`src/design/c2ce_pkg.sv`:
```
// ----------------------------------------------------------------------------
// c2ce_pkg
// Shared sizes, codes and types of the clamp-to-edge convolution core.
// ----------------------------------------------------------------------------
package c2ce_pkg;

    localparam int MAX_HEIGHT = 256;
    localparam int MAX_WIDTH  = 256;
    localparam int MAX_KERNEL = 7;

    localparam int FRAME_DEPTH = MAX_HEIGHT * MAX_WIDTH;
    localparam int COEFF_DEPTH = MAX_KERNEL * MAX_KERNEL;
    localparam int FA_W = (FRAME_DEPTH > 1) ? $clog2(FRAME_DEPTH) : 1;
    localparam int CA_W = (COEFF_DEPTH > 1) ? $clog2(COEFF_DEPTH) : 1;

    localparam int PIX_W   = 16;
    localparam int COEFF_W = 18;
    localparam int PROD_W  = PIX_W + COEFF_W;
    localparam int ACC_W   = 40;

    // operation codes
    localparam logic [1:0] OP_LOAD_COEFF = 2'd0;
    localparam logic [1:0] OP_LOAD_PIXEL = 2'd1;
    localparam logic [1:0] OP_COMPUTE    = 2'd2;

    // register indexes
    localparam logic [2:0] REG_IMAGE_HEIGHT  = 3'd0;
    localparam logic [2:0] REG_IMAGE_WIDTH   = 3'd1;
    localparam logic [2:0] REG_KERNEL_HEIGHT = 3'd2;
    localparam logic [2:0] REG_KERNEL_WIDTH  = 3'd3;
    localparam logic [2:0] REG_SAME_SIZE     = 3'd4;

    typedef struct packed {
        logic [8:0] image_height;
        logic [8:0] image_width;
        logic [2:0] kernel_height;
        logic [2:0] kernel_width;
        logic       same_size;
    } t_cfg;

    typedef struct packed {
        logic clear;
        logic issue;
    } t_mac_ctl;

endpackage

```
`src/design/c2ce_seq.sv`:
```
// ----------------------------------------------------------------------------
// c2ce_seq
// Request sequencer: geometry, bounds check, kernel walk, result register.
// ----------------------------------------------------------------------------
module c2ce_seq (
    input  logic                                i_clk,
    input  logic                                i_rst_n,
    input  c2ce_pkg::t_cfg                      i_cfg,
    input  logic                                i_req,
    input  logic [7:0]                          i_row,
    input  logic [7:0]                          i_col,
    input  logic signed [c2ce_pkg::ACC_W-1:0]   i_acc,
    input  logic                                i_pipe_busy,
    output logic                                o_busy,
    output c2ce_pkg::t_mac_ctl                  o_mac_ctl,
    output logic [c2ce_pkg::FA_W-1:0]           o_frame_addr,
    output logic [c2ce_pkg::CA_W-1:0]           o_coeff_addr,
    output logic                                o_strobe,
    output logic [7:0]                          o_out_row,
    output logic [7:0]                          o_out_col,
    output logic signed [c2ce_pkg::ACC_W-1:0]   o_result,
    output logic                                o_status
);

    typedef enum logic [1:0] {
        S_IDLE,
        S_RUN,
        S_DRAIN
    } t_state;

    t_state       r_state, n_state;
    logic [2:0]   r_ky, n_ky;
    logic [2:0]   r_kx, n_kx;
    logic [7:0]   r_row, n_row;
    logic [7:0]   r_col, n_col;
    logic         r_strobe, n_strobe;
    logic         r_status, n_status;
    logic [7:0]   r_out_row, n_out_row;
    logic [7:0]   r_out_col, n_out_col;
    logic signed [c2ce_pkg::ACC_W-1:0] r_result, n_result;

    logic [8:0]         h, w, hm1, wm1;
    logic [2:0]         kh, kw, pt, pl;
    logic signed [10:0] oh, ow;
    logic               outside;
    logic signed [10:0] iy_raw, ix_raw;
    logic [8:0]         iy, ix;

    // effective sizes: zero counts as one, oversize counts as the maximum
    always_comb begin
        h = i_cfg.image_height;
        if (i_cfg.image_height == 9'd0) begin
            h = 9'd1;
        end else if ({4'd0, i_cfg.image_height} > 13'(c2ce_pkg::MAX_HEIGHT)) begin
            h = 9'(c2ce_pkg::MAX_HEIGHT);
        end
        w = i_cfg.image_width;
        if (i_cfg.image_width == 9'd0) begin
            w = 9'd1;
        end else if ({4'd0, i_cfg.image_width} > 13'(c2ce_pkg::MAX_WIDTH)) begin
            w = 9'(c2ce_pkg::MAX_WIDTH);
        end
        kh = i_cfg.kernel_height;
        if (i_cfg.kernel_height == 3'd0) begin
            kh = 3'd1;
        end else if ({1'b0, i_cfg.kernel_height} > 4'(c2ce_pkg::MAX_KERNEL)) begin
            kh = 3'(c2ce_pkg::MAX_KERNEL);
        end
        kw = i_cfg.kernel_width;
        if (i_cfg.kernel_width == 3'd0) begin
            kw = 3'd1;
        end else if ({1'b0, i_cfg.kernel_width} > 4'(c2ce_pkg::MAX_KERNEL)) begin
            kw = 3'(c2ce_pkg::MAX_KERNEL);
        end
        hm1 = h - 9'd1;
        wm1 = w - 9'd1;
        if (i_cfg.same_size) begin
            oh = $signed({2'b00, h});
            ow = $signed({2'b00, w});
            pt = kh >> 1;
            pl = kw >> 1;
        end else begin
            oh = $signed({2'b00, h}) - $signed({8'd0, kh}) + 11'sd1;
            ow = $signed({2'b00, w}) - $signed({8'd0, kw}) + 11'sd1;
            pt = 3'd0;
            pl = 3'd0;
        end
        outside = ($signed({3'b000, i_row}) >= oh) || ($signed({3'b000, i_col}) >= ow);
    end

    // clamp the tap position to the image edge
    always_comb begin
        iy_raw = $signed({3'b000, r_row}) + $signed({8'd0, r_ky}) - $signed({8'd0, pt});
        ix_raw = $signed({3'b000, r_col}) + $signed({8'd0, r_kx}) - $signed({8'd0, pl});
        if (iy_raw < 11'sd0) begin
            iy = 9'd0;
        end else if (iy_raw > $signed({2'b00, hm1})) begin
            iy = hm1;
        end else begin
            iy = iy_raw[8:0];
        end
        if (ix_raw < 11'sd0) begin
            ix = 9'd0;
        end else if (ix_raw > $signed({2'b00, wm1})) begin
            ix = wm1;
        end else begin
            ix = ix_raw[8:0];
        end
    end

    assign o_frame_addr = c2ce_pkg::FA_W'(iy) * c2ce_pkg::FA_W'(c2ce_pkg::MAX_WIDTH)
                        + c2ce_pkg::FA_W'(ix);
    assign o_coeff_addr = c2ce_pkg::CA_W'(r_ky) * c2ce_pkg::CA_W'(c2ce_pkg::MAX_KERNEL)
                        + c2ce_pkg::CA_W'(r_kx);

    always_comb begin
        n_state   = r_state;
        n_ky      = r_ky;
        n_kx      = r_kx;
        n_row     = r_row;
        n_col     = r_col;
        n_strobe  = 1'b0;
        n_status  = r_status;
        n_out_row = r_out_row;
        n_out_col = r_out_col;
        n_result  = r_result;
        o_mac_ctl = '0;
        case (r_state)
            S_IDLE: begin
                if (i_req) begin
                    n_row = i_row;
                    n_col = i_col;
                    if (outside) begin
                        n_strobe  = 1'b1;
                        n_status  = 1'b1;
                        n_result  = '0;
                        n_out_row = i_row;
                        n_out_col = i_col;
                    end else begin
                        o_mac_ctl.clear = 1'b1;
                        n_ky    = 3'd0;
                        n_kx    = 3'd0;
                        n_state = S_RUN;
                    end
                end
            end
            S_RUN: begin
                o_mac_ctl.issue = 1'b1;
                if (r_kx == kw - 3'd1) begin
                    n_kx = 3'd0;
                    if (r_ky == kh - 3'd1) begin
                        n_state = S_DRAIN;
                    end else begin
                        n_ky = r_ky + 3'd1;
                    end
                end else begin
                    n_kx = r_kx + 3'd1;
                end
            end
            S_DRAIN: begin
                if (!i_pipe_busy) begin
                    n_strobe  = 1'b1;
                    n_status  = 1'b0;
                    n_result  = i_acc;
                    n_out_row = r_row;
                    n_out_col = r_col;
                    n_state   = S_IDLE;
                end
            end
            default: begin
                n_state = S_IDLE;
            end
        endcase
    end

    always_ff @(posedge i_clk) begin
        if (!i_rst_n) begin
            r_state  <= S_IDLE;
            r_strobe <= 1'b0;
        end else begin
            r_state  <= n_state;
            r_strobe <= n_strobe;
        end
        r_ky      <= n_ky;
        r_kx      <= n_kx;
        r_row     <= n_row;
        r_col     <= n_col;
        r_status  <= n_status;
        r_out_row <= n_out_row;
        r_out_col <= n_out_col;
        r_result  <= n_result;
    end

    assign o_busy    = (r_state != S_IDLE);
    assign o_strobe  = r_strobe;
    assign o_status  = r_status;
    assign o_out_row = r_out_row;
    assign o_out_col = r_out_col;
    assign o_result  = r_result;

endmodule

```
`config.mk`:
```
export PLATFORM = sky130hd
export DESIGN_NAME = c2ce_seq
export DESIGN_NICKNAME = d
export VERILOG_FILES = /design/src/design/c2ce_pkg.sv /design/src/design/c2ce_seq.sv
export SDC_FILE = /design/constraint.sdc
export NUM_CORES = 1
export LEC_CHECK = 0
export BUFFER_PORTS_ARGS = -buffer_cell sky130_fd_sc_hd__buf_2
export CAP_MARGIN = 20
export CELL_PAD_IN_SITES_DETAIL_PLACEMENT = 1
export CELL_PAD_IN_SITES_GLOBAL_PLACEMENT = 2
export CORE_ASPECT_RATIO = 0.8
export CORE_MARGIN = 2
export CORE_UTILIZATION = 31
export CTS_BUF_LIST = sky130_fd_sc_hd__clkbuf_4
export DETAILED_ROUTE_END_ITERATION = 8
export PLACE_DENSITY_LB_ADDON = 0.1
export SYNTH_ARGS = -nofsm -noshare
export SYNTH_HDL_FRONTEND = slang
export SYNTH_SLANG_ARGS = --single-unit
```
`constraint.sdc`:
```
create_clock -name i_clk -period 11.44 [get_ports i_clk]
set_input_delay 2.288 -clock i_clk [delete_from_list [all_inputs] [get_ports i_clk]]
set_output_delay 2.288 -clock i_clk [all_outputs]
set_load 0.01 [all_outputs]
```
### After elaboration in Yosys (flattened, before gate mapping)

Cells that the tools add are included.

* $add $sub $neg: 16
* $mul: 1
* magnitude comparators: 8
* equality and inequality tests: 11
* muxes and demuxes: 51
* reductions and logical operators: 14

Operator list (count)
* two-way mux 40 bit: 3
* case mux 40 bit (2 select lines): 1
* two-way mux 8 bit: 8
* two-way mux 9 bit: 6
* case mux 8 bit (2 select lines): 2
* adder 10 x 2 -> 11 bit (second input constant): 2
* greater-or-equal comparator 9 x 11 -> 1 bit: 2
* two-way mux 11 bit: 2
* two-way mux 3 bit: 7
* > comparator 10 bit: 2
* less-than comparator 10 x 1 -> 1 bit (second input constant): 2
* subtractor 9 x 2 -> 10 bit: 2
* subtractor 9 x 3 -> 10 bit: 2
* adder 8 x 3 -> 9 bit: 2
* > comparator 9 bit (second input constant): 2
* zero test 9 bit: 2
* subtractor 9 x 1 -> 9 bit (second input constant): 2
* adder 16 x 9 -> 16 bit: 1
* two-way mux 2 bit: 7
* inequality test 2 bit (second input constant): 7
* case mux 3 bit (2 select lines): 2
* two-way mux 1 bit: 10
* AND reduction 5 bit: 2
* adder 3 x 1 -> 3 bit (second input constant): 2
* 15 further kinds: 21

* register bits after elaboration: 82
* input bits: 85
* output and inout port bits: 83

### Longest topological paths before layout

Gate-level depths: netlist of the first run.

* word-level depth: 11
* gate-level depth with buffers: 29
* depth with buffers taken out: 26

### Worst setup path before layout of the first run

OpenSTA, ideal clock, no wires.

* kind: input to output
* from: input port i_cfg[21] (netlist bit)
* to: output port o_mac_ctl[1] (netlist bit)
* arrival: 7.419 ns
* required time: 9.152 ns
* setup slack: 1.733 ns
* stages on the path: 26
* buffers on the path: 1
* cells stage by stage: buf_6 -> or3_4 -> or3_4 -> nor3_1 -> nor2_1 -> nor2_1 -> inv_1 -> ha_1 -> inv_1 -> fa_1 -> xor2_1 -> nand3_1 -> a2111oi_0 -> o221ai_1 -> nor2_1 -> nor4_1 -> o31ai_1 -> and2_1 -> ha_1 -> a211oi_1 -> o21ai_0 -> a21o_1 -> a21boi_1 -> a32o_1 -> or4b_4 -> inv_1

RTL lines
* start, declared: RTL line c2ce_seq.sv:8 `input c2ce_pkg::t_cfg i_cfg,`
* end, declared: RTL line c2ce_seq.sv:15 `output c2ce_pkg::t_mac_ctl o_mac_ctl,`

==> results of run 1 <==
==> stage by stage <==
step	util	worst slack, ps
2_1_floorplan	-	1730
5_1_grt	0.376	292
4_1_cts	0.375	750
6_report	0.376	775
3_5_place_dp	0.368	754
3_3_place_gp	0.368	939
==> layer usage <==
metal  share of wire  vias up  global-route usage
met3           0.037       12              0.0258
met1            0.54     2846               0.281
met2            0.41      131               0.265
li1                -     3113                   -
met5               0        -                   0
met4          0.0059        0              0.0289
==> cell type report <==
class	instances	area (µm²)	share of cell area
diodes	1	2.50	0.000294
well taps	306	383	0.0449
multi-input cells	608	4370	0.513
clock inverters	5	105	0.0123
flip-flops and latches	82	2430	0.286
clock buffers	9	67.6	0.00793
inverters	77	289	0.0339
repair buffers	171	866	0.102
==> placed cells by master (no fill, tap or decap), types with 5 or more instances in the layout <==
master / n
sky130_fd_sc_hd__nand2b_1: 6
sky130_fd_sc_hd__o31ai_1: 7
sky130_fd_sc_hd__or3_1: 5
sky130_fd_sc_hd__nor3_1: 20
sky130_fd_sc_hd__nor2b_1: 19
sky130_fd_sc_hd__or2_2: 7
sky130_fd_sc_hd__edfxtp_1: 79
sky130_fd_sc_hd__nor2_1: 71
sky130_fd_sc_hd__nor4_1: 8
sky130_fd_sc_hd__ha_1: 82
sky130_fd_sc_hd__xor2_1: 15
sky130_fd_sc_hd__a21o_1: 10
sky130_fd_sc_hd__a211oi_1: 8
sky130_fd_sc_hd__inv_1: 76
sky130_fd_sc_hd__a21boi_0: 5
sky130_fd_sc_hd__o22ai_1: 5
sky130_fd_sc_hd__clkbuf_4: 9
sky130_fd_sc_hd__and2_1: 48
sky130_fd_sc_hd__xnor2_1: 36
sky130_fd_sc_hd__nand3_1: 12
sky130_fd_sc_hd__o21ai_0: 43
sky130_fd_sc_hd__nand2_1: 62
sky130_fd_sc_hd__o21a_1: 11
sky130_fd_sc_hd__buf_2: 167
sky130_fd_sc_hd__fa_1: 10
sky130_fd_sc_hd__mux2i_1: 9
sky130_fd_sc_hd__a21oi_1: 39
==> worst min-delay path, cell delays in order, from the launching register on <==
cell and delay, ps:
sky130_fd_sc_hd__edfxtp_1 370, sky130_fd_sc_hd__nand2_1 50, sky130_fd_sc_hd__o21ai_0 70
==> path summary, 6_finish.rpt <==
| kind | start | to | slack, ps | cells past startpoint |
|---|---|---|---|---|
| worst max-delay path | i_cfg[21] | o_mac_ctl[1] | 770 | 27 |
| worst min-delay path | r_row[0] | o_out_row[0] | 590 | 2 |
| worst max register to register | r_state[1] | o_out_row[3] | 8740 | 7 |
| worst min register to register | r_row[0] | o_out_row[0] | 590 | 2 |
==> cell families (layout without fill, tap and decap cells) <==
family	after synthesis	in the layout	share of synthesized area
adder cells (fa/ha/maj)	92	92	0.170
AND/OR/NAND/NOR	282	282	0.200
flip-flops	82	82	0.337
AO/OA/AOI/OAI	171	171	0.155
other	0	1	0
multiplexers	12	12	0.0171
buffers and inverters	105	262	0.0592
XOR/XNOR	51	51	0.0618
==> power by group through the flow <==
stage          clock network (mW)  logic [mW]  registers, mW
5_1_grt                     0.227        1.21          0.433
6_report                    0.208        1.07          0.427
2_1_floorplan                   0       0.724          0.443
3_5_place_dp                    0        1.07          0.435
4_1_cts                     0.216        1.08          0.428
3_3_place_gp                    0        1.08          0.434
==> state kept, by name (all words and copies together), names as in the netlist <==
name and count:
o_result 40, o_out_col 8, o_out_row 8, r_col 8, r_row 8, r_kx 3
r_ky 3, r_state 2, o_status 1, o_strobe 1
==> results.txt, run 1 <==
- Synthesis produced a netlist with a net count of 972.
- Setup total negative slack on the finished layout was measured at 0 ps.
- Slew Limit Headroom: 0.369
- The worst setup path is launched from a primary input.
- Largest cells by area after synthesis: sky130_fd_sc_hd__edfxtp_1 33%, sky130_fd_sc_hd__ha_1 14%, sky130_fd_sc_hd__xnor2_1 4.4%, sky130_fd_sc_hd__and2_1 4.2%, sky130_fd_sc_hd__inv_1 3.9%
- Power per Cell Area: 200 nW/µm²
- The die is 141 µm tall.
* Length of the first detailed-routing pass in iterations: 5
* CTS tree: yes
* Count of unresolved DRC violations after routing: 0
* I/O Pins: 168
- Summed over all nets, the switching power comes to 760 µW.
- Share of flip-flops with an asynchronous set or reset: 0
- Most frequently used flop master after synthesis: sky130_fd_sc_hd__edfxtp_1
- Minimum hold slack: 591 ps
- Hold Vio Cnt, Final: 0
- Post CTS Setup Buffer Count: 0
* Routed via count: 6102
* Drt initial violations: 321
- Pwr Total: 1.71 mW
- Cell leakage power: 3.76 nW
* Most numerous cell types in the synthesized netlist: 82 x sky130_fd_sc_hd__ha_1, 79 x sky130_fd_sc_hd__edfxtp_1, 76 x sky130_fd_sc_hd__inv_1
- The worst setup path is of the primary input to output port kind.
* Yosys synthesis warning count: 0
- Setup violations remaining at the end of the flow were counted as 0.
* Initial core utilization: 0.318
* Critical path's slowest cell: sky130_fd_sc_hd__a2111oi_0
* Cell area after layout: 8520 µm²
* Number of port buffers: 167
- Count of pins over their slew limit: 0
* Share of final-layout standard cells stronger than drive strength 1: 0.222
- First-pass GRT wire length: 34.6 mm
- Sink Count: 82
* Number of flops mapped to enable cells by yosys: 79
* Final-layout fill cell count: 2713
- Worst IR drop on VDD: 0.0846 mV
- After global routing the overflow that remains totals 0.
- P&R area growth vs syn: 17.9%
- The share of synthesized area in the top cell type comes to 0.328.
- Measured along the x axis, the die boundary spans 175 µm.
- For this run, the post-layout net count is 1126.
* Summed instance area of the synthesized netlist: 7220 µm²
- The floorplan step defined a die boundary enclosing 24500 µm².
* Worst Hold Class: register to register
- After detailed placement, the total cell area comes to 8340 µm².
- For the worst setup path, the data arrival time is 8380 ps.
* Cell internal power dissipation: 946 µW
- Buf+Inv Stages, Crit Path: 5
- Flops & latches, synth: 82
- Biggest area consumer among synthesized cells: sky130_fd_sc_hd__edfxtp_1
* Placeable core region: 22700 µm²
* RSZ-0062 raised after global routing: no
* H-Tree Depth: 3
* Number of global-route vias before repair: 6025
- Count of unique library cells instantiated by Yosys: 70
* Post-detailed-route count of antenna-violating nets: 0
- In the routed layout, each cell is associated on average with a via count of 4.85.
- Clk Latency, worst-skew pair: 440 ps
- Of the total power, the share spent switching nets is 0.446.
- Largest net degree at the start of global routing: 58
- Of the total power, combinational logic draws 0.628.
- The number of hold buffers added after CTS was 0.
* Period Utilization, post-route: 0.932
- Row cnt: 49
- Synthesis handed over a netlist of 795 instances.
* Average cell area after synthesis: 9.09 µm²
* Antenna violations before repair: 1
* Placer Congestion: 0.828
- For the worst setup path, the data required time is 9150 ps.
- Dividing the detail-routed wire length by the instance count gives 17.5 µm.
* Sequential cell fraction of total power: 0.250
- Gates resized during post-CTS repair numbered 0.
- The most common cell in the synthesized netlist is sky130_fd_sc_hd__ha_1.
* Highest clock rate: 93.8 MHz
- For this run, the register share of the synthesized area comes to 0.337.
* Clock skew after layout: 22.8 ps
- The share of total power dissipated in the clock network is 0.122.
- The worst setup path is captured at an output port.
- After the flow finishes, the layout carries non-filler instances totaling 1259.
* Total clock buffers created by CTS: 9
- Status: finished, final reports clean
- Peak fanout along the critical path: 9
- Max-cap violations in this run came to 0.
* Shortest clock period the worst path allows after layout: 10670 ps
- Worst Max-Slew Pin Slew: 934 ps
- CTS placed an instance of sky130_fd_sc_hd__clkbuf_4 at the clock tree root.
- Detailed placement finished with a half-perimeter wire length of 17.9 mm.
- No sink is reached through more buffers than the 2 on the longest clock path.
- Overall routing resource usage: 0.180
- Cell count after placement: 1244
- Clock transition at the registers of the reported paths: 130 ps
- On the worst path, the slowest cell contributes a delay of 570 ps.
* Total wirelength of the detailed-routed design: 22.0 mm
- Cell family with the largest share of critical-path delay: simple AND/OR/NAND/NOR gates
No activity file was read; power rests on OpenSTA's default activity.
==> run 2: changes to the inputs <==
CORE_UTILIZATION = 25   (was 31)
==> run 2 against run 1 <==
  * Design area is 0.79% higher
  * Clock-buffer cell count stayed put
  * Critical path depth stayed put
  * Clock skew is 2.8 ps lower
  * Core utilization is 7.3 points lower
  * Final cell count is 5.4% higher
  * Global-route usage is 2.2 points lower
  * Worst setup slack better by 100 ps
  * First-iteration DRC count is 3.4% lower
  * Highest routed layer unchanged
==> results.txt, run 2 (same netlist as run 1, synthesis figures left out) <==
* FF+latch area: 2430 µm²
- Max-cap violations in this run came to 0.
* Length of the first detailed-routing pass in iterations: 4
- The number of global-route vias before repair was 6275.
- The floorplan has 55 rows.
* Status: finished, final reports clean
- Total clock buffers created by CTS: 9
- For this block, wires on met1 add up to 13.5 mm.
- Setup violations remaining at the end of the flow were counted as 0.
- TritonCTS built the clock tree.
- Count of pins over their slew limit: 0
* P&R area growth vs syn: 18.9%
* Shortest clock period the worst path allows after layout: 10570 ps
- The initial antenna violation count was 1.
- Leaving out fill and tap cells, the most frequent cell in the layout is sky130_fd_sc_hd__buf_2.
* Pwr Total: 1.71 mW
* Crit Path Class: primary input to output port
- Between clock sinks in the finished design, the worst skew comes to 19.9 ps.
- First-pass GRT wire length: 37.4 mm
- Slew Limit Headroom: 0.367
- In the detailed route, the total length drawn on met2 is 9.60 mm.
- Flip-flop count of the largest register, all copies and words added: 40
- In the finished design, the share of the clock period the worst path needs comes to 0.924.
- Total wirelength of the detailed-routed design: 24.0 mm
- For the worst setup path, the data arrival time is 8280 ps.
* Chip Height: 156 µm
- Root buffer selected by CTS: sky130_fd_sc_hd__clkbuf_4
- Post-detailed-route count of antenna-violating nets: 0
- Buffers added to address setup during post-CTS repair amount to 0.
- The floorplan step set the die width to 194 µm.
- Number of port buffers: 167
- Clk Latency, worst-skew pair: 460 ps
- Final #Nets: 1128
- The initial utilization of the core area, before any placement, comes to 0.255.
* Met3 WL post-DR: 814 µm
- Die area: 30300 µm²
- Largest net degree at the start of global routing: 58
* Highest Signal Layer: met4
- The clock drives 82 sinks.
- In this run, post-CTS hold repair placed 0 buffers.
* Critical path's slowest cell: sky130_fd_sc_hd__or4b_4
- Hold Vio Cnt, Final: 0
- In this run the power density over the cells is 199 nW/µm².
- Along the worst path, the maximum fanout reaches 9.
* Global-route congestion overflow total: 0
- The critical path contains buffers and inverters numbering 5 combined.
* Placeable core region: 28400 µm²
* Area of combinational cells with multiple inputs: 4370 µm²
- Data required time of the critical path: 9150 ps
- The tightest min-delay check is of the register to register type.
- For this block, the via count after detailed routing is 6186.
* CP peak stage delay: 560 ps
- IR analysis of the VDD net gives a maximum drop of 0.0636 mV.
- Placer Congestion: 0.802
- CTS-repair resized insts: 0
* Average wire per standard cell: 18.1 µm
* Cell count after placement: 1310
- Share of final-layout standard cells stronger than drive strength 1: 0.225
* Count of unresolved DRC violations after routing: 0
- Minimum hold slack: 577 ps
- The HPWL after detailed placement is 19.7 mm.
- Summed over all cells, the static leakage comes to 3.77 nW.
- The layout has 3409 filler cells.
* Startpoint kind of the worst setup timing path: primary input
- Leaving out filler cells and counting taps, the final layout contains 1327.
- Pin placement for this block handled 168 I/O pins.
* Cell family with the largest share of critical-path delay: simple AND/OR/NAND/NOR gates
- Worst Max-Slew Pin Slew: 937 ps
- Setup repair after global routing left no endpoint under its margin.
- The worst setup path is captured at an output port.
- Drt initial violations: 310
- Most frequent cells in the layout: 167 x sky130_fd_sc_hd__buf_2, 82 x sky130_fd_sc_hd__ha_1, 79 x sky130_fd_sc_hd__edfxtp_1
* Highest clock rate: 94.6 MHz
- Vias per cell: 4.66
- After routing, the total negative slack on setup checks comes to 0 ps.
* H-Tree Depth: 3
- Overall routing resource usage: 0.159
* Clock transition at the registers of the reported paths: 160 ps
- The clock passes through at most 2 buffers.
==> run 2: cell types whose count changed in the layout (fill, tap and decap cells not counted) <==
cell                         previous run  this run
sky130_fd_sc_hd__clkinv_4               0         2
sky130_fd_sc_hd__clkinv_2               0         1
sky130_fd_sc_hd__clkinvlp_4             2         1
sky130_fd_sc_hd__bufinv_16              3         1
sky130_fd_sc_hd__buf_4                  4         6
sky130_fd_sc_hd__inv_6                  0         2
==> run 2: cell type report <==
type                            instances  area share
Multi-Input combinational cell        608       0.509
Sequential cell                        82       0.283
Timing Repair Buffer                  173       0.103
Tap cell                              370      0.0539
Inverter                               77      0.0337
Clock inverter                          7     0.00903
Clock buffer                            9     0.00787
Antenna cell                            1    0.000291
==> run 2: worst paths after layout <==
kind / from / endpoint / slack (ps) / cells after the start
worst min register to register: r_col[0] / o_out_col[0] / 580 / 2
worst max register to register: r_state[1] / o_result[21] / 8640 / 7
worst max-delay path: i_cfg[21] / o_mac_ctl[1] / 870 / 27
worst min-delay path: r_col[0] / o_out_col[0] / 580 / 2
==> run 2: tightest hold or removal path: cells and delay by family, from the launching register on <==
family / cells / cell delay (ps)
AND/OR/NAND/NOR: 1 / 50
AO/OA/AOI/OAI: 1 / 60
flip-flops: 1 / 390
==> run 2: power by group <==
part	internal, mW	switching (mW)	leakage [nW]
clock network	0.0685	0.113	0.0769
registers	0.393	0.0348	0.775
logic	0.445	0.651	2.92
==> run 2: stage by stage <==
step,setup WS [ps],cell area (µm²),util
6_report,875,8590,0.303
5_1_grt,234,8590,0.303
4_1_cts,859,8580,0.303
3_5_place_dp,879,8440,0.298
3_3_place_gp,1060,8440,0.298
2_1_floorplan,1730,7220,-
==> run 2: routing by layer <==
layer,global-route usage,up-vias
met1,0.248,2914
met2,0.231,136
met4,0.0361,0
met5,0,-
li1,-,3126
met3,0.0160,10
