--- src/design/c2ce_pkg.sv ---
// ----------------------------------------------------------------------------
// c2ce_pkg
// Shared sizes, codes and types of the clamp-to-edge convolution core.
// ----------------------------------------------------------------------------
package c2ce_pkg;

    localparam int MAX_HEIGHT = 256;
    localparam int MAX_WIDTH  = 256;
    localparam int MAX_KERNEL = 7;

    localparam int FRAME_DEPTH = MAX_HEIGHT * MAX_WIDTH;
    localparam int COEFF_DEPTH = MAX_KERNEL * MAX_KERNEL;
    localparam int FA_W = (FRAME_DEPTH > 1) ? $clog2(FRAME_DEPTH) : 1;
    localparam int CA_W = (COEFF_DEPTH > 1) ? $clog2(COEFF_DEPTH) : 1;

    localparam int PIX_W   = 16;
    localparam int COEFF_W = 18;
    localparam int PROD_W  = PIX_W + COEFF_W;
    localparam int ACC_W   = 40;

    // operation codes
    localparam logic [1:0] OP_LOAD_COEFF = 2'd0;
    localparam logic [1:0] OP_LOAD_PIXEL = 2'd1;
    localparam logic [1:0] OP_COMPUTE    = 2'd2;

    // register indexes
    localparam logic [2:0] REG_IMAGE_HEIGHT  = 3'd0;
    localparam logic [2:0] REG_IMAGE_WIDTH   = 3'd1;
    localparam logic [2:0] REG_KERNEL_HEIGHT = 3'd2;
    localparam logic [2:0] REG_KERNEL_WIDTH  = 3'd3;
    localparam logic [2:0] REG_SAME_SIZE     = 3'd4;

    typedef struct packed {
        logic [8:0] image_height;
        logic [8:0] image_width;
        logic [2:0] kernel_height;
        logic [2:0] kernel_width;
        logic       same_size;
    } t_cfg;

    typedef struct packed {
        logic clear;
        logic issue;
    } t_mac_ctl;

endpackage

--- src/design/c2ce_mac.sv ---
// ----------------------------------------------------------------------------
// c2ce_mac
// Shared multiply-accumulate unit: registered product, then 40-bit sum.
// ----------------------------------------------------------------------------
module c2ce_mac (
    input  logic                                i_clk,
    input  logic                                i_rst_n,
    input  c2ce_pkg::t_mac_ctl                  i_ctl,
    input  logic signed [c2ce_pkg::PIX_W-1:0]   i_pixel,
    input  logic signed [c2ce_pkg::COEFF_W-1:0] i_coeff,
    output logic signed [c2ce_pkg::ACC_W-1:0]   o_acc,
    output logic                                o_pipe_busy
);

    logic                                r_v1;
    logic                                r_v2;
    logic signed [c2ce_pkg::PROD_W-1:0]  r_prod;
    logic signed [c2ce_pkg::ACC_W-1:0]   r_acc;
    logic signed [c2ce_pkg::ACC_W-1:0]   n_acc;

    always_comb begin
        n_acc = r_acc;
        if (i_ctl.clear) begin
            n_acc = '0;
        end else if (r_v2) begin
            n_acc = r_acc + c2ce_pkg::ACC_W'(r_prod);
        end
    end

    // valid tags follow the store read and the product register
    always_ff @(posedge i_clk) begin
        if (!i_rst_n) begin
            r_v1 <= 1'b0;
            r_v2 <= 1'b0;
        end else begin
            r_v1 <= i_ctl.issue;
            r_v2 <= r_v1;
        end
    end

    always_ff @(posedge i_clk) begin
        r_prod <= i_pixel * i_coeff;
        r_acc  <= n_acc;
    end

    assign o_acc       = r_acc;
    assign o_pipe_busy = r_v1 | r_v2;

endmodule

--- config.mk ---
export PLATFORM = sky130hd
export DESIGN_NAME = c2ce_mac
export DESIGN_NICKNAME = d
export VERILOG_FILES = /design/src/design/c2ce_pkg.sv /design/src/design/c2ce_mac.sv
export SDC_FILE = /design/constraint.sdc
export NUM_CORES = 1
export LEC_CHECK = 0
export ABC_AREA = 1
export BUFFER_PORTS_ARGS = -buffer_cell sky130_fd_sc_hd__buf_2
export CAP_MARGIN = 5
export CORE_ASPECT_RATIO = 0.8
export CORE_MARGIN = 5
export CORE_UTILIZATION = 35
export DETAILED_ROUTE_END_ITERATION = 10
export RECOVER_POWER = 100
export SETUP_SLACK_MARGIN = 0.05
export SLEW_MARGIN = 20
export SYNTH_ARGS = -nofsm -noshare
export SYNTH_HDL_FRONTEND = slang
export SYNTH_SLANG_ARGS = --single-unit
--- constraint.sdc ---
create_clock -name i_clk -period 19.7 [get_ports i_clk]
set_clock_uncertainty 0.15 [all_clocks]
set_input_delay 2.955 -clock i_clk [delete_from_list [all_inputs] [get_ports i_clk]]
set_output_delay 2.955 -clock i_clk [all_outputs]
set_load 0.1 [all_outputs]
# Word level (Yosys, flattened, before mapping)
# Index checks and enable logic that the tools add are counted.
[totals]
ff_bits = 76
inputBits = 38
output_inout_bits = 41
elab_cells = 7
[op_classes]
n_addsub = 1
mul = 1
bitwise_logic = 1
[op_table]
columns = ["operator", "count"]
rows = [
  ["$add 40x34->40", 1],
  ["$mul 16x18->34", 1],
  ["$or 1x1->1", 1],
]

# Longest topological paths before layout
# Gate-level depths: netlist of run 1.
[depth]
ltp_word = 1
depth_mapped = 26
depth_no_buf = 24

# Worst setup path after synthesis of run 1
# No wires, ideal clock.
[synth_timing]
path_type = "input-to-reg"
from = "input port i_pixel[2] (netlist name)"
to = "register r_prod[28] (netlist name)"
setup_time_ns = 0.112
t_arrival_ns = 8.144
required_ns = 19.438
setup_slack_ns = 11.294
stages = 22
path_buffers = 2
cell_sequence = "clkbuf_1 -> buf_1 -> nand2_1 -> fa_1 -> inv_1 -> fa_1 -> fa_1 -> fa_1 -> fa_1 -> inv_1 -> fa_1 -> inv_1 -> ha_1 -> nand2_1 -> nor2_1 -> inv_1 -> nor2_1 -> a21boi_0 -> a211oi_1 -> nand2_1 -> nand2_1 -> nand2_1"
[synth_via]
elab_chain_cells = 1
[synth_lines]
columns = ["item", "line", "source"]
rows = [
  ["start, declared", "c2ce_mac.sv:9", "input logic signed [c2ce_pkg::PIX_W-1:0] i_pixel,"],
  ["$mul 16x18->34", "c2ce_mac.sv:42", "r_prod <= i_pixel * i_coeff;"],
  ["end signal, assigned", "c2ce_mac.sv:42", ""],
  ["end, declared", "c2ce_mac.sv:17", "logic signed [c2ce_pkg::PROD_W-1:0] r_prod;"],
]
# No other way between the ends.
# A chain may end at the register's enable or synchronous reset.

# Final worst setup path of run 1
[layout_timing]
from = "input port i_coeff[11] (netlist name)"
to = "register r_prod[22] (netlist name)"
[layout_via]
elab_chain_cells = 1
[layout_lines]
columns = ["item", "line", "source"]
rows = [
  ["start, declared", "c2ce_mac.sv:10", "input logic signed [c2ce_pkg::COEFF_W-1:0] i_coeff,"],
  ["$mul 16x18->34", "c2ce_mac.sv:42", ""],
]
# No other way between the ends.

==> impl_summary.md, run 1 <==
Outcome
The run finished, with violations left. The checks that failed: max-capacitance violations, max-slew violations.

Critical path
In this run the critical register-to-register path is launched from r_v2. The beginning of the critical path is i_coeff[11]. In this run the number of cells on the critical path is 21. The number of buffers and inverters on the critical path is 4.

The cell count of the worst reg-to-reg path is 6. Data on the critical path arrives at its endpoint at 9.45 ns. The cell type of the slowest stage on the worst timing path is sky130_fd_sc_hd__clkbuf_1.

The type of element capturing the critical path is a register. On the worst path, the slowest cell contributes a delay of 0.72 ns. The internal reg-to-reg setup slack is 15.93 ns. STA puts the critical path data required time at 19.78 ns.

The setup path with the least slack is of type input port to register. Traced cell by cell, the critical path runs through clkbuf_1, nand2_1, fa_1, fa_1, inv_1, fa_1, fa_1, fa_1, inv_1, fa_1, inv_1, ha_1, nand2_1, nor2_1, nand4_1, o21ai_0, nand2_1, nand2_1, nand2_1, nand2_1, xor2_1. Along the worst path, the maximum fanout reaches 16. The worst setup path is launched from an input port.

The gate family responsible for the most delay along the worst path is adder cells.

Place
The placed standard-cell area is 0.0175 sq mm. Input and output buffers added on the ports amount to 78. The detailed-placement wirelength estimate is 38.9 mm. The routability congestion estimate from global placement is 0.958.

Global routing
The wire length of the first global-routing pass is 76.0 mm. After global routing the overflow that remains totals 0. In the global route stage, overall resource usage came out at 0.181. The maximum number of pins on one net before global-route repair is 64. The number of global-route vias before repair is 14800. The number of antenna violations at the first check in global routing is 2.

Finish
In the final layout, the share of cells above drive strength 1 is 0.0339. The area growth from synthesis to layout is 7.11%. Measured on the finished design, the core utilization comes to 0.378. The number of nets in the final layout is 2777.

The summed area of non-filler cells in the final layout is 0.0177 sq mm.

Logic synthesis
The share of the Yosys chip area taken by registers is 0.0919. The count of flip-flops with a built-in enable after synthesis is 0. The number of synthesis warnings is 0. The area fraction in compound gates after synthesis came to 0.0628. The top cell type's share of synthesized area is 0.352. The number of flip-flops and latches in the synthesized netlist is 76.

By count the netlist is led by sky130_fd_sc_hd__inv_1, sky130_fd_sc_hd__nand2_1, sky130_fd_sc_hd__fa_1. After synthesis, the largest family of logic cells by area is adder cells. Of all cell types, the one taking the most synthesized area is sky130_fd_sc_hd__fa_1. The cell area that synthesis handed to floorplanning was 0.0166 sq mm. Of all flip-flops after synthesis, the portion carrying an async set or reset was 0.

The net count after synthesis is 2760. The basic-gate share of the synthesized area counting and, or, nand and nor cells is 0.211. In this run, distinct cell masters in the synthesized netlist total 39. The most instantiated flip-flop cell in the synthesis netlist is sky130_fd_sc_hd__dfxtp_1. The multiplexer share of the synthesized area is 0. The fraction of the mapped netlist area in adder cells is 0.446. The area share of xor/xnor cells in the synthesized design is 0.0291. Yosys instantiated no cell more often than sky130_fd_sc_hd__inv_1.

Ranked by total cell area, the synthesized netlist is headed by sky130_fd_sc_hd__fa_1, sky130_fd_sc_hd__inv_1, sky130_fd_sc_hd__nand2_1. The cell count after synthesis is 2306. Dividing the synthesized area by the synthesized cell count gives 7.18 sq um.

Min path
The number of cells on the worst hold path is 2. The origin of the worst min-delay path is r_v1. The class of the tightest hold or removal check is register to register.

Clock tree
The post-CTS setup buffer count is 0. The H-tree depth reported by CTS is 3. Clock latency on the worst-skew pair, taken at its later pin, is 0.35 ns. The clock transition at the registers of the reported paths is 0.07 ns. The cell chosen for the clock root is sky130_fd_sc_hd__clkbuf_16.

The number of clock buffers added by TritonCTS is 9. The clock net in this run drives a total of 76 sinks. In this run the deepest clock path goes through 2 buffers. After clock tree synthesis, the repair step resized 0 gates. Buffers inserted to repair hold after CTS numbered 0.

The CTS tree is done.

Routing
After the first detailed-routing iteration, the DRC count stood at 853. Summed over all layers, the routed wires come to 45.3 mm. The via count is 14000.

The vias per cell is 4.76. In the final routed layout, each cell accounts on average for 15.4 um. In the routed design, unresolved DRC markers number 0. The number of optimization iterations in the first detailed-route pass is 6. The number of antenna-violating nets in the routed design is 0.

Timing
The number of failing hold endpoints at the final stage is 0. The routed design could run at a clock period as short as 9.36 ns. Across all hold checks on the routed design, the worst slack comes to 0.288 ns. At the pin with the least slew margin, the transition time is 2.81 ns. The number of slew-limit violations in the final report is 105.

In the final timing run, aggregate negative setup slack is 0 ns. The fmax is 107 MHz. Dividing the final minimum period by the clock period gives 0.475. Setup repair after global routing left no endpoint under its margin. Measured against its own limit, the worst slew margin works out to -0.872. The final setup violation count is 0.

Floorplan
After floorplanning, the core was divided into 71 placement rows. The floorplan step defined a core boundary enclosing 0.0469 sq mm. From left edge to right edge, the die measures 253 um. For this configuration, the core starts out at a cell density of 0.353. The die height is 205 um. 79 I/O pins were placed. The floorplan step defined a die boundary enclosing 0.0518 sq mm.

Flow run
Across the run, the number of max-cap violations was 2.
==> per-layer routing <==
layer,vias to the layer above,routed length (um),global-route usage,part of all wire
met4,2,686,0.0299,0.015
met2,365,20500,0.296,0.45
met1,6900,21500,0.263,0.48
met5,-,11,0,0.00024
li1,6707,-,-,-
met3,52,2610,0.0211,0.058
==> cell type report <==
type	instances	area [sq um]
Sequential cell	76	1520
Clock inverter	6	138
Timing Repair Buffer	79	339
Clock buffer	9	225
Multi-Input combinational cell	1528	12400
Fill cell	4978	29200
Antenna cell	1	2.50
Tap cell	620	776
Inverter	629	2360
==> cell usage in the layout, fill, tap and decap left out, types with 5 or more instances in the layout <==
| master | n |
|---|---|
| sky130_fd_sc_hd__a21boi_0 | 5 |
| sky130_fd_sc_hd__a21o_1 | 6 |
| sky130_fd_sc_hd__a21oi_1 | 80 |
| sky130_fd_sc_hd__buf_2 | 34 |
| sky130_fd_sc_hd__clkbuf_1 | 45 |
| sky130_fd_sc_hd__clkbuf_16 | 9 |
| sky130_fd_sc_hd__dfxtp_1 | 75 |
| sky130_fd_sc_hd__fa_1 | 291 |
| sky130_fd_sc_hd__ha_1 | 125 |
| sky130_fd_sc_hd__inv_1 | 626 |
| sky130_fd_sc_hd__nand2_1 | 584 |
| sky130_fd_sc_hd__nand2_2 | 6 |
| sky130_fd_sc_hd__nand3_1 | 52 |
| sky130_fd_sc_hd__nand4_1 | 20 |
| sky130_fd_sc_hd__nor2_1 | 192 |
| sky130_fd_sc_hd__nor3_1 | 7 |
| sky130_fd_sc_hd__o21ai_0 | 57 |
| sky130_fd_sc_hd__o21bai_1 | 12 |
| sky130_fd_sc_hd__or2_2 | 7 |
| sky130_fd_sc_hd__xnor2_1 | 13 |
| sky130_fd_sc_hd__xor2_1 | 42 |
==> tightest hold or removal path, cell delays in order (launching register included) <==
cell	delay, ns
sky130_fd_sc_hd__dfxtp_1	0.31
sky130_fd_sc_hd__nand2_1	0.06
sky130_fd_sc_hd__inv_1	0.04
==> path summary, 6_finish.rpt <==
check,endpoint
max,r_prod[22]
min,r_v2
max reg2reg,o_acc[27]
min reg2reg,r_v2
==> sequential cells by signal (all words and copies together), names as in the netlist <==
| name | count |
|---|---|
| o_acc | 40 |
| r_prod | 34 |
| r_v1 | 1 |
| r_v2 | 1 |
==> stage by stage <==
step                      worst slack, ns  cells
final                               10.34   2948
after global routing                 9.99   2948
after CTS                           10.90   2947
after detailed placement            10.57   2932
after global placement              10.57   2932
after floorplan                     11.29   2306
==> cell families after synthesis <==
kind of cell | count (synthesis)
simple gates | 877
compound gates | 180
xor+xnor | 55
buf+inv | 702
fa+ha+maj | 416
flops | 76
Power of run 1 is left out: the tool's default activity adds up to more than one toggle a clock period on the data nets, which glitch-free logic cannot reach.
==> inputs of run 2 (changes only) <==
==> constraint.sdc (replaced) <==
create_clock -name i_clk -period 8.7 [get_ports i_clk]
set_clock_uncertainty 0.15 [all_clocks]
set_input_delay 1.305 -clock i_clk [delete_from_list [all_inputs] [get_ports i_clk]]
set_output_delay 1.305 -clock i_clk [all_outputs]
set_load 0.1 [all_outputs]
==> run 2 against run 1 <==
Compared with the run above: the flow still finishes with violations (max-capacitance violations, max-slew violations); critical path depth is the same; via count shrank 0.78%; final area shrank 0.34%; die area is the same; register-to-register slack lost 11 ns; worst setup slack lost 9.3 ns; flip-flop and latch count is the same; non-clock buffer count is the same; wire length is essentially flat; hold slack gained 0.0053 ns; critical endpoint unchanged.
==> impl_summary.md, run 2 (synthesized netlist as in run 1, its figures left out) <==
Timing
The worst max-slew margin expressed relative to the limit was -0.934 (was -0.872). Unrepaired setup endpoints after global routing: no (unchanged). The number of failing hold endpoints at the final stage is 0 (unchanged). The post-route minimum period is 7.64 ns. Dividing the final minimum period by the clock period gives 0.879.

The total negative slack is 0 ns (unchanged). The final setup violation count is 0 (unchanged). Derived from the worst setup path, the maximum achievable clock frequency is 131 MHz. The pin slew with the least headroom to its limit came to 2.90 ns (was 2.81 ns). The minimum hold slack is 0.293 ns (was 0.288 ns). The number of slew-limit violations in the final report came to 105 (unchanged).

Critical path
The startpoint of the lowest-slack register-to-register path is r_v2 (unchanged). The cell count of the worst reg-to-reg path is 6 (unchanged). The number of buffers and inverters on the critical path is 4 (unchanged).

The arrival time at the worst endpoint is 7.74 ns (was 9.45 ns). The logic depth of the worst path, buffers included came to 21 (unchanged). The required time of the critical path is 8.79 ns (was 19.78 ns). The gate family responsible for the most delay along the worst path is adder cells (unchanged).

The internal reg-to-reg setup slack is 4.88 ns (was 15.93 ns). The beginning of the critical path was i_coeff[12] (was i_coeff[11]). The sort of element at the start of the critical path is an input port (unchanged). The cell type of the slowest stage on the worst timing path is sky130_fd_sc_hd__clkbuf_1 (unchanged). The critical path class is input port to register (unchanged). The type of element capturing the critical path is a register (unchanged). Critical path cell sequence: clkbuf_1, nand2_1, fa_1, fa_1, inv_1, fa_1, inv_1, fa_1, fa_1, fa_1, inv_1, ha_1, nand2_1, nor2_2, nand4_1, o21ai_0, nand2_1, nand2_1, nand2_1, nand2_1, xor2_1 (was clkbuf_1, nand2_1, fa_1, fa_1, inv_1, fa_1, fa_1, fa_1, inv_1, fa_1, inv_1, ha_1, nand2_1, nor2_1, nand4_1, o21ai_0, nand2_1, nand2_1, nand2_1, nand2_1, xor2_1). The endpoint of the most critical register-to-register path is o_acc[27] (unchanged). The endpoint of the most critical setup path is r_prod[22] (unchanged). The maximum fanout encountered on the critical timing path is 16 (unchanged). The delay of the slowest cell on the worst path is 0.78 ns (was 0.72 ns).

Routing
The post-detailed-route wirelength per cell is 15.4 um (about the same). The via count came to 13900 (was 14000). The number of remaining DRC errors is 0 (unchanged). The total wirelength of the detailed-routed design is 45.3 mm (about the same).

The number of optimization iterations in the first detailed-route pass is 5 (was 6). The DRC violation total after the first TritonRoute iteration is 779 (was 853). The number of antenna-violating nets in the routed design is 0 (unchanged). The vias per cell is 4.72 (was 4.76).

Clock tree
The clock sink count was 76 (unchanged). The post-CTS setup buffer count is 0 (unchanged). The number of buffers on the longest clock path is 2 (unchanged). The quantity of hold-fixing buffers added after cts is 0 (unchanged). The count of cells resized by post-cts repair is 0 (unchanged). The number of buffers created by CTS is 9 (unchanged). The clock transition at the registers of the reported paths is 0.06 ns (was 0.07 ns).

The cell chosen for the clock root is sky130_fd_sc_hd__clkbuf_16 (unchanged). The CTS tree is done (unchanged). The clock insertion delay at the later pin of the skew report is 0.35 ns (about the same).

The H-tree depth reported by CTS is 3 (unchanged).

Global routing
The number of antenna violations at the first check in global routing is 2 (unchanged). The sum of overflow across all layers after global routing is 0 (unchanged). The wire length of the first global-routing pass was 75.8 mm (was 76.0 mm).

The maximum number of pins on one net before global-route repair is 64 (unchanged). The number of global-route vias before repair came to 14700 (was 14800). The total routing resource utilization after global routing is 0.181 (about the same).

Outcome
Failing checks: max-capacitance violations, max-slew violations (unchanged). Status: finished with violations (unchanged).

Floorplan
The die footprint is 0.0518 sq mm (unchanged). The die height came to 205 um (unchanged). The initial cell density of the core came to 0.353 (unchanged). The I/O pin total was 79 (unchanged). The area of the core is 0.0469 sq mm (unchanged). The placement row count is 71 (unchanged). The die outline width is 253 um (unchanged).

Flow run
The count of maximum capacitance violations is 2 (unchanged).

Place
The count of input and output buffers came to 78 (unchanged). The routability congestion estimate from global placement is 0.973 (was 0.958). The detailed-placement wirelength estimate was 39.0 mm (was 38.9 mm).

Finish
The area growth from synthesis to layout is 6.75% (was 7.11%). The core utilization of the finished layout came to 0.377 (was 0.378). The number of nets in the final layout is 2777 (unchanged).

Commonest cells after routing, fill and taps aside: sky130_fd_sc_hd__inv_1, sky130_fd_sc_hd__nand2_1, sky130_fd_sc_hd__fa_1 (unchanged). The ratio of cells with drive above 1 in the final layout came to 0.0344 (was 0.0339). The most frequent standard cell in the layout excluding fill and tap cells is sky130_fd_sc_hd__inv_1 (unchanged).

The number of flip-flops under the largest register name is 40 (unchanged). The total of fill cells in the finished design is 5017 (was 4978).

Min path
The class of the tightest hold or removal check was register to register (unchanged).
run 2: cell type report:
cell class / instances / area (sq um) / area share
sequential: 76 / 1520 / 0.0862
multi-input combinational: 1528 / 12400 / 0.700
clock buffer: 10 / 229 / 0.0130
antenna: 1 / 2.50 / 0.000142
timing repair buffer: 79 / 339 / 0.0192
inverter: 629 / 2360 / 0.134
tap: 620 / 776 / 0.0439
clock inverter: 6 / 71.3 / 0.00404
run 2: worst min path at each step:
stage / to / from / cells past startpoint / slack (ns)
CTS: r_v2 / r_v1 / 2 / 0.29
detailed placement: r_v2 / r_v1 / 2 / 0.28
global placement: r_v2 / r_v1 / 2 / 0.27
finish: r_v2 / r_v1 / 2 / 0.29
floorplan: r_v2 / r_v1 / 2 / 0.25
global route: r_v2 / r_v1 / 2 / 0.30
run 2: metrics by stage:
step                area (sq um)  worst slack (ns)  cells
finish                     17700              1.06   2949
global route               17700             0.764   2949
CTS                        17800              1.59   2948
detailed placement         17500              1.25   2932
global placement           17500              1.21   2932
floorplan                  16600              1.94   2306
run 2: routing by layer:
metal,vias up,GRT usage,share of wire
met5,-,0,0.00015
met3,62,0.0270,0.065
met4,2,0.0349,0.018
met1,6752,0.258,0.47
li1,6712,-,-
met2,388,0.294,0.45
run 2: tightest hold or removal path: cells and delay by family, from the launching register on:
kind	cells	cell delay, ns
buffers and inverters	1	0.04
flip-flops	1	0.31
AND/OR/NAND/NOR	1	0.06
Power of run 2 is left out for the same reason.
==> inputs of run 3 (changes only) <==
--- a/config.mk
+++ b/config.mk
@@ -12,7 +12,7 @@
 export CORE_MARGIN = 5
 export CORE_UTILIZATION = 35
 export DETAILED_ROUTE_END_ITERATION = 10
-export RECOVER_POWER = 100
+export RECOVER_POWER = 25
 export SETUP_SLACK_MARGIN = 0.05
 export SLEW_MARGIN = 20
 export SYNTH_ARGS = -nofsm -noshare
==> run 3 against run 2 <==
Compared with the run above: core utilization grew 0.17 points; hold slack gained 0.0013 ns; global-route usage unchanged; critical path type unchanged; fmax is 7.8% higher; first-iteration DRC count increased by 5.3%; sequential share of layout area barely moved; die area did not move; worst setup slack gained 0.55 ns; non-clock buffer count stayed put; flip-flop and latch count unchanged; the run still ends with max-capacitance violations, max-slew violations left; register-to-register slack gained 1.0 ns; final cell count unchanged.
==> impl_summary.md, run 3 (synthesized netlist as in run 1, its figures left out) <==
Timing
The number of failing hold endpoints at the final stage is 0 (unchanged). The pin slew with the least headroom to its limit is 2.08 ns (was 2.90 ns). Unrepaired setup endpoints after global routing: no (unchanged).

The total negative slack came to 0 ns (unchanged). The final clock period utilization by the worst path is 0.815 (was 0.879). The worst max-slew margin expressed relative to the limit is -0.388 (was -0.934). The number of slew-limit violations in the final report was 41 (was 105). The final setup violation count was 0 (unchanged). The post-route minimum period was 7.09 ns (was 7.64 ns). The fmax is 141 MHz (was 131 MHz).

Min path
The number of cells on the worst hold path is 2 (unchanged). The worst hold endpoint is r_v2 (unchanged). The origin of the worst min-delay path is r_v1 (unchanged). The class of the tightest hold or removal check is register to register (unchanged).

Finish
The number of flip-flops under the largest register name is 40 (unchanged). Commonest cells after routing, fill and taps aside: sky130_fd_sc_hd__inv_1, sky130_fd_sc_hd__nand2_1, sky130_fd_sc_hd__fa_1 (unchanged). The most frequent standard cell in the layout excluding fill and tap cells is sky130_fd_sc_hd__inv_1 (unchanged).

The number of cells in the finished layout apart from fillers is 2949 (unchanged). The area growth from synthesis to layout is 7.24% (was 6.75%). The ratio of cells with drive above 1 in the final layout came to 0.0546 (was 0.0344). The total of fill cells in the finished design is 4985 (was 5017). The number of nets in the final layout is 2777 (unchanged).

Routing
The via count was 13900 (about the same). The DRC violation total after the first TritonRoute iteration came to 820 (was 779). The number of remaining DRC errors is 0 (unchanged). The number of optimization iterations in the first detailed-route pass is 5 (unchanged).

The total wirelength of the detailed-routed design was 45.3 mm (about the same). The number of antenna-violating nets in the routed design is 0 (unchanged). The vias per cell is 4.71 (was 4.72). The post-detailed-route wirelength per cell was 15.4 um (about the same).

Critical path
The beginning of the critical path is i_pixel[15] (was i_coeff[12]). The required time of the critical path came to 8.79 ns (about the same). The endpoint of the most critical register-to-register path is o_acc[22] (was o_acc[27]). The cell type of the slowest stage on the worst timing path is sky130_fd_sc_hd__or2_2 (was sky130_fd_sc_hd__clkbuf_1). The most repeated library cell on the critical path is sky130_fd_sc_hd__fa_1. The maximum fanout encountered on the critical timing path is 19 (was 16). The arrival time at the worst endpoint was 7.18 ns (was 7.74 ns). The sort of element at the start of the critical path is an input port (unchanged). The delay of the slowest cell on the worst path is 0.52 ns (was 0.78 ns).

The startpoint of the lowest-slack register-to-register path is o_acc[0] (was r_v2). The internal reg-to-reg setup slack is 5.92 ns (was 4.88 ns). The critical path class is input port to register (unchanged). Critical path cell sequence: buf_2, clkinv_1, or2_2, fa_1, fa_1, inv_1, fa_1, fa_1, fa_1, fa_1, ha_1, nand2_1, nor2_2, nand4_1, o21ai_2, nand2_1, nand2_1, nand2_1, nand2_1, xor2_1 (was clkbuf_1, nand2_1, fa_1, fa_1, inv_1, fa_1, inv_1, fa_1, fa_1, fa_1, inv_1, ha_1, nand2_1, nor2_2, nand4_1, o21ai_0, nand2_1, nand2_1, nand2_1, nand2_1, xor2_1). The type of element capturing the critical path is a register (unchanged). The cell count of the worst reg-to-reg path is 13 (was 6).

Floorplan
The area of the core was 0.0469 sq mm (unchanged). The initial cell density of the core is 0.353 (unchanged). The die footprint is 0.0518 sq mm (unchanged). The I/O pin total is 79 (unchanged).

The die outline width is 253 um (unchanged). The placement row count is 71 (unchanged). The die height came to 205 um (unchanged).

Global routing
The number of antenna violations at the first check in global routing was 2 (unchanged). The wire length of the first global-routing pass came to 75.8 mm (unchanged). The maximum number of pins on one net before global-route repair is 64 (unchanged).

The total routing resource utilization after global routing is 0.181 (unchanged). The sum of overflow across all layers after global routing is 0 (unchanged). The number of global-route vias before repair was 14700 (unchanged).

Clock tree
The count of cells resized by post-cts repair is 0 (unchanged). The quantity of hold-fixing buffers added after cts is 0 (unchanged). The clock transition at the registers of the reported paths is 0.06 ns (about the same). The clock sink count is 76 (unchanged).

The cell chosen for the clock root is sky130_fd_sc_hd__clkbuf_16 (unchanged). The clock insertion delay at the later pin of the skew report came to 0.35 ns (about the same). The CTS tree is done (unchanged).

The number of buffers on the longest clock path was 2 (unchanged). The post-CTS setup buffer count came to 0 (unchanged). The H-tree depth reported by CTS is 3 (unchanged). The number of buffers created by CTS is 9 (unchanged).

Place
The count of input and output buffers was 78 (unchanged). The number of cells in the design after placement is 2932 (unchanged). The routability congestion estimate from global placement is 0.973 (unchanged).

The detailed-placement wirelength estimate is 39.0 mm (unchanged).

Outcome
Status: finished with violations (unchanged). Failing checks: max-capacitance violations, max-slew violations (unchanged).

Flow run
The count of maximum capacitance violations came to 1 (was 2).
## run 3: worst max-delay path: cells and delay by family
kind	cells	cell delay, ns
buffers and inverters	3	0.62
adder cells (fa/ha/maj)	7	3.19
AO/OA/AOI/OAI	1	0.34
XOR/XNOR	1	0.24
AND/OR/NAND/NOR	8	1.50
## run 3: metal layers
| layer | global-route usage | up-vias | routed length, um | part of all wire |
|---|---|---|---|---|
| met2 | 0.294 | 356 | 20400 | 0.45 |
| met3 | 0.0270 | 59 | 2730 | 0.060 |
| met1 | 0.258 | 6767 | 21400 | 0.47 |
| met4 | 0.0349 | 2 | 804 | 0.018 |
| met5 | 0 | - | 7 | 0.00015 |
| li1 | - | 6712 | - | - |
## run 3: worst max path at each step
stage | to | slack (ns) | depth (start not counted)
final | r_prod[22] | 1.61 | 20
after detailed placement | r_prod[22] | 1.25 | 20
after global placement | r_prod[22] | 1.21 | 20
after floorplan | r_prod[28] | 1.94 | 22
after global routing | r_prod[22] | 1.33 | 20
after CTS | r_prod[22] | 1.59 | 20
## run 3: metrics by stage
stage	utilization	setup WS (ns)	instance area (sq um)	hold slack, ns
2_1_floorplan	-	1.94	16600	0.250
3_3_place_gp	0.372	1.21	17500	0.273
3_5_place_dp	0.372	1.25	17500	0.277
4_1_cts	0.379	1.59	17800	0.287
5_1_grt	0.378	1.33	17800	0.296
6_report	0.378	1.61	17800	0.295
## run 3: final cells by class
type	instances	area (sq um)	area share
inverter	629	2360	0.133
tap	620	776	0.0437
antenna	1	2.50	0.000141
clock buffer	10	229	0.0129
timing repair buffer	79	394	0.0222
sequential	76	1520	0.0858
multi-input combinational	1528	12400	0.698
clock inverter	6	71.3	0.00402
Power of run 3 is left out for the same reason.
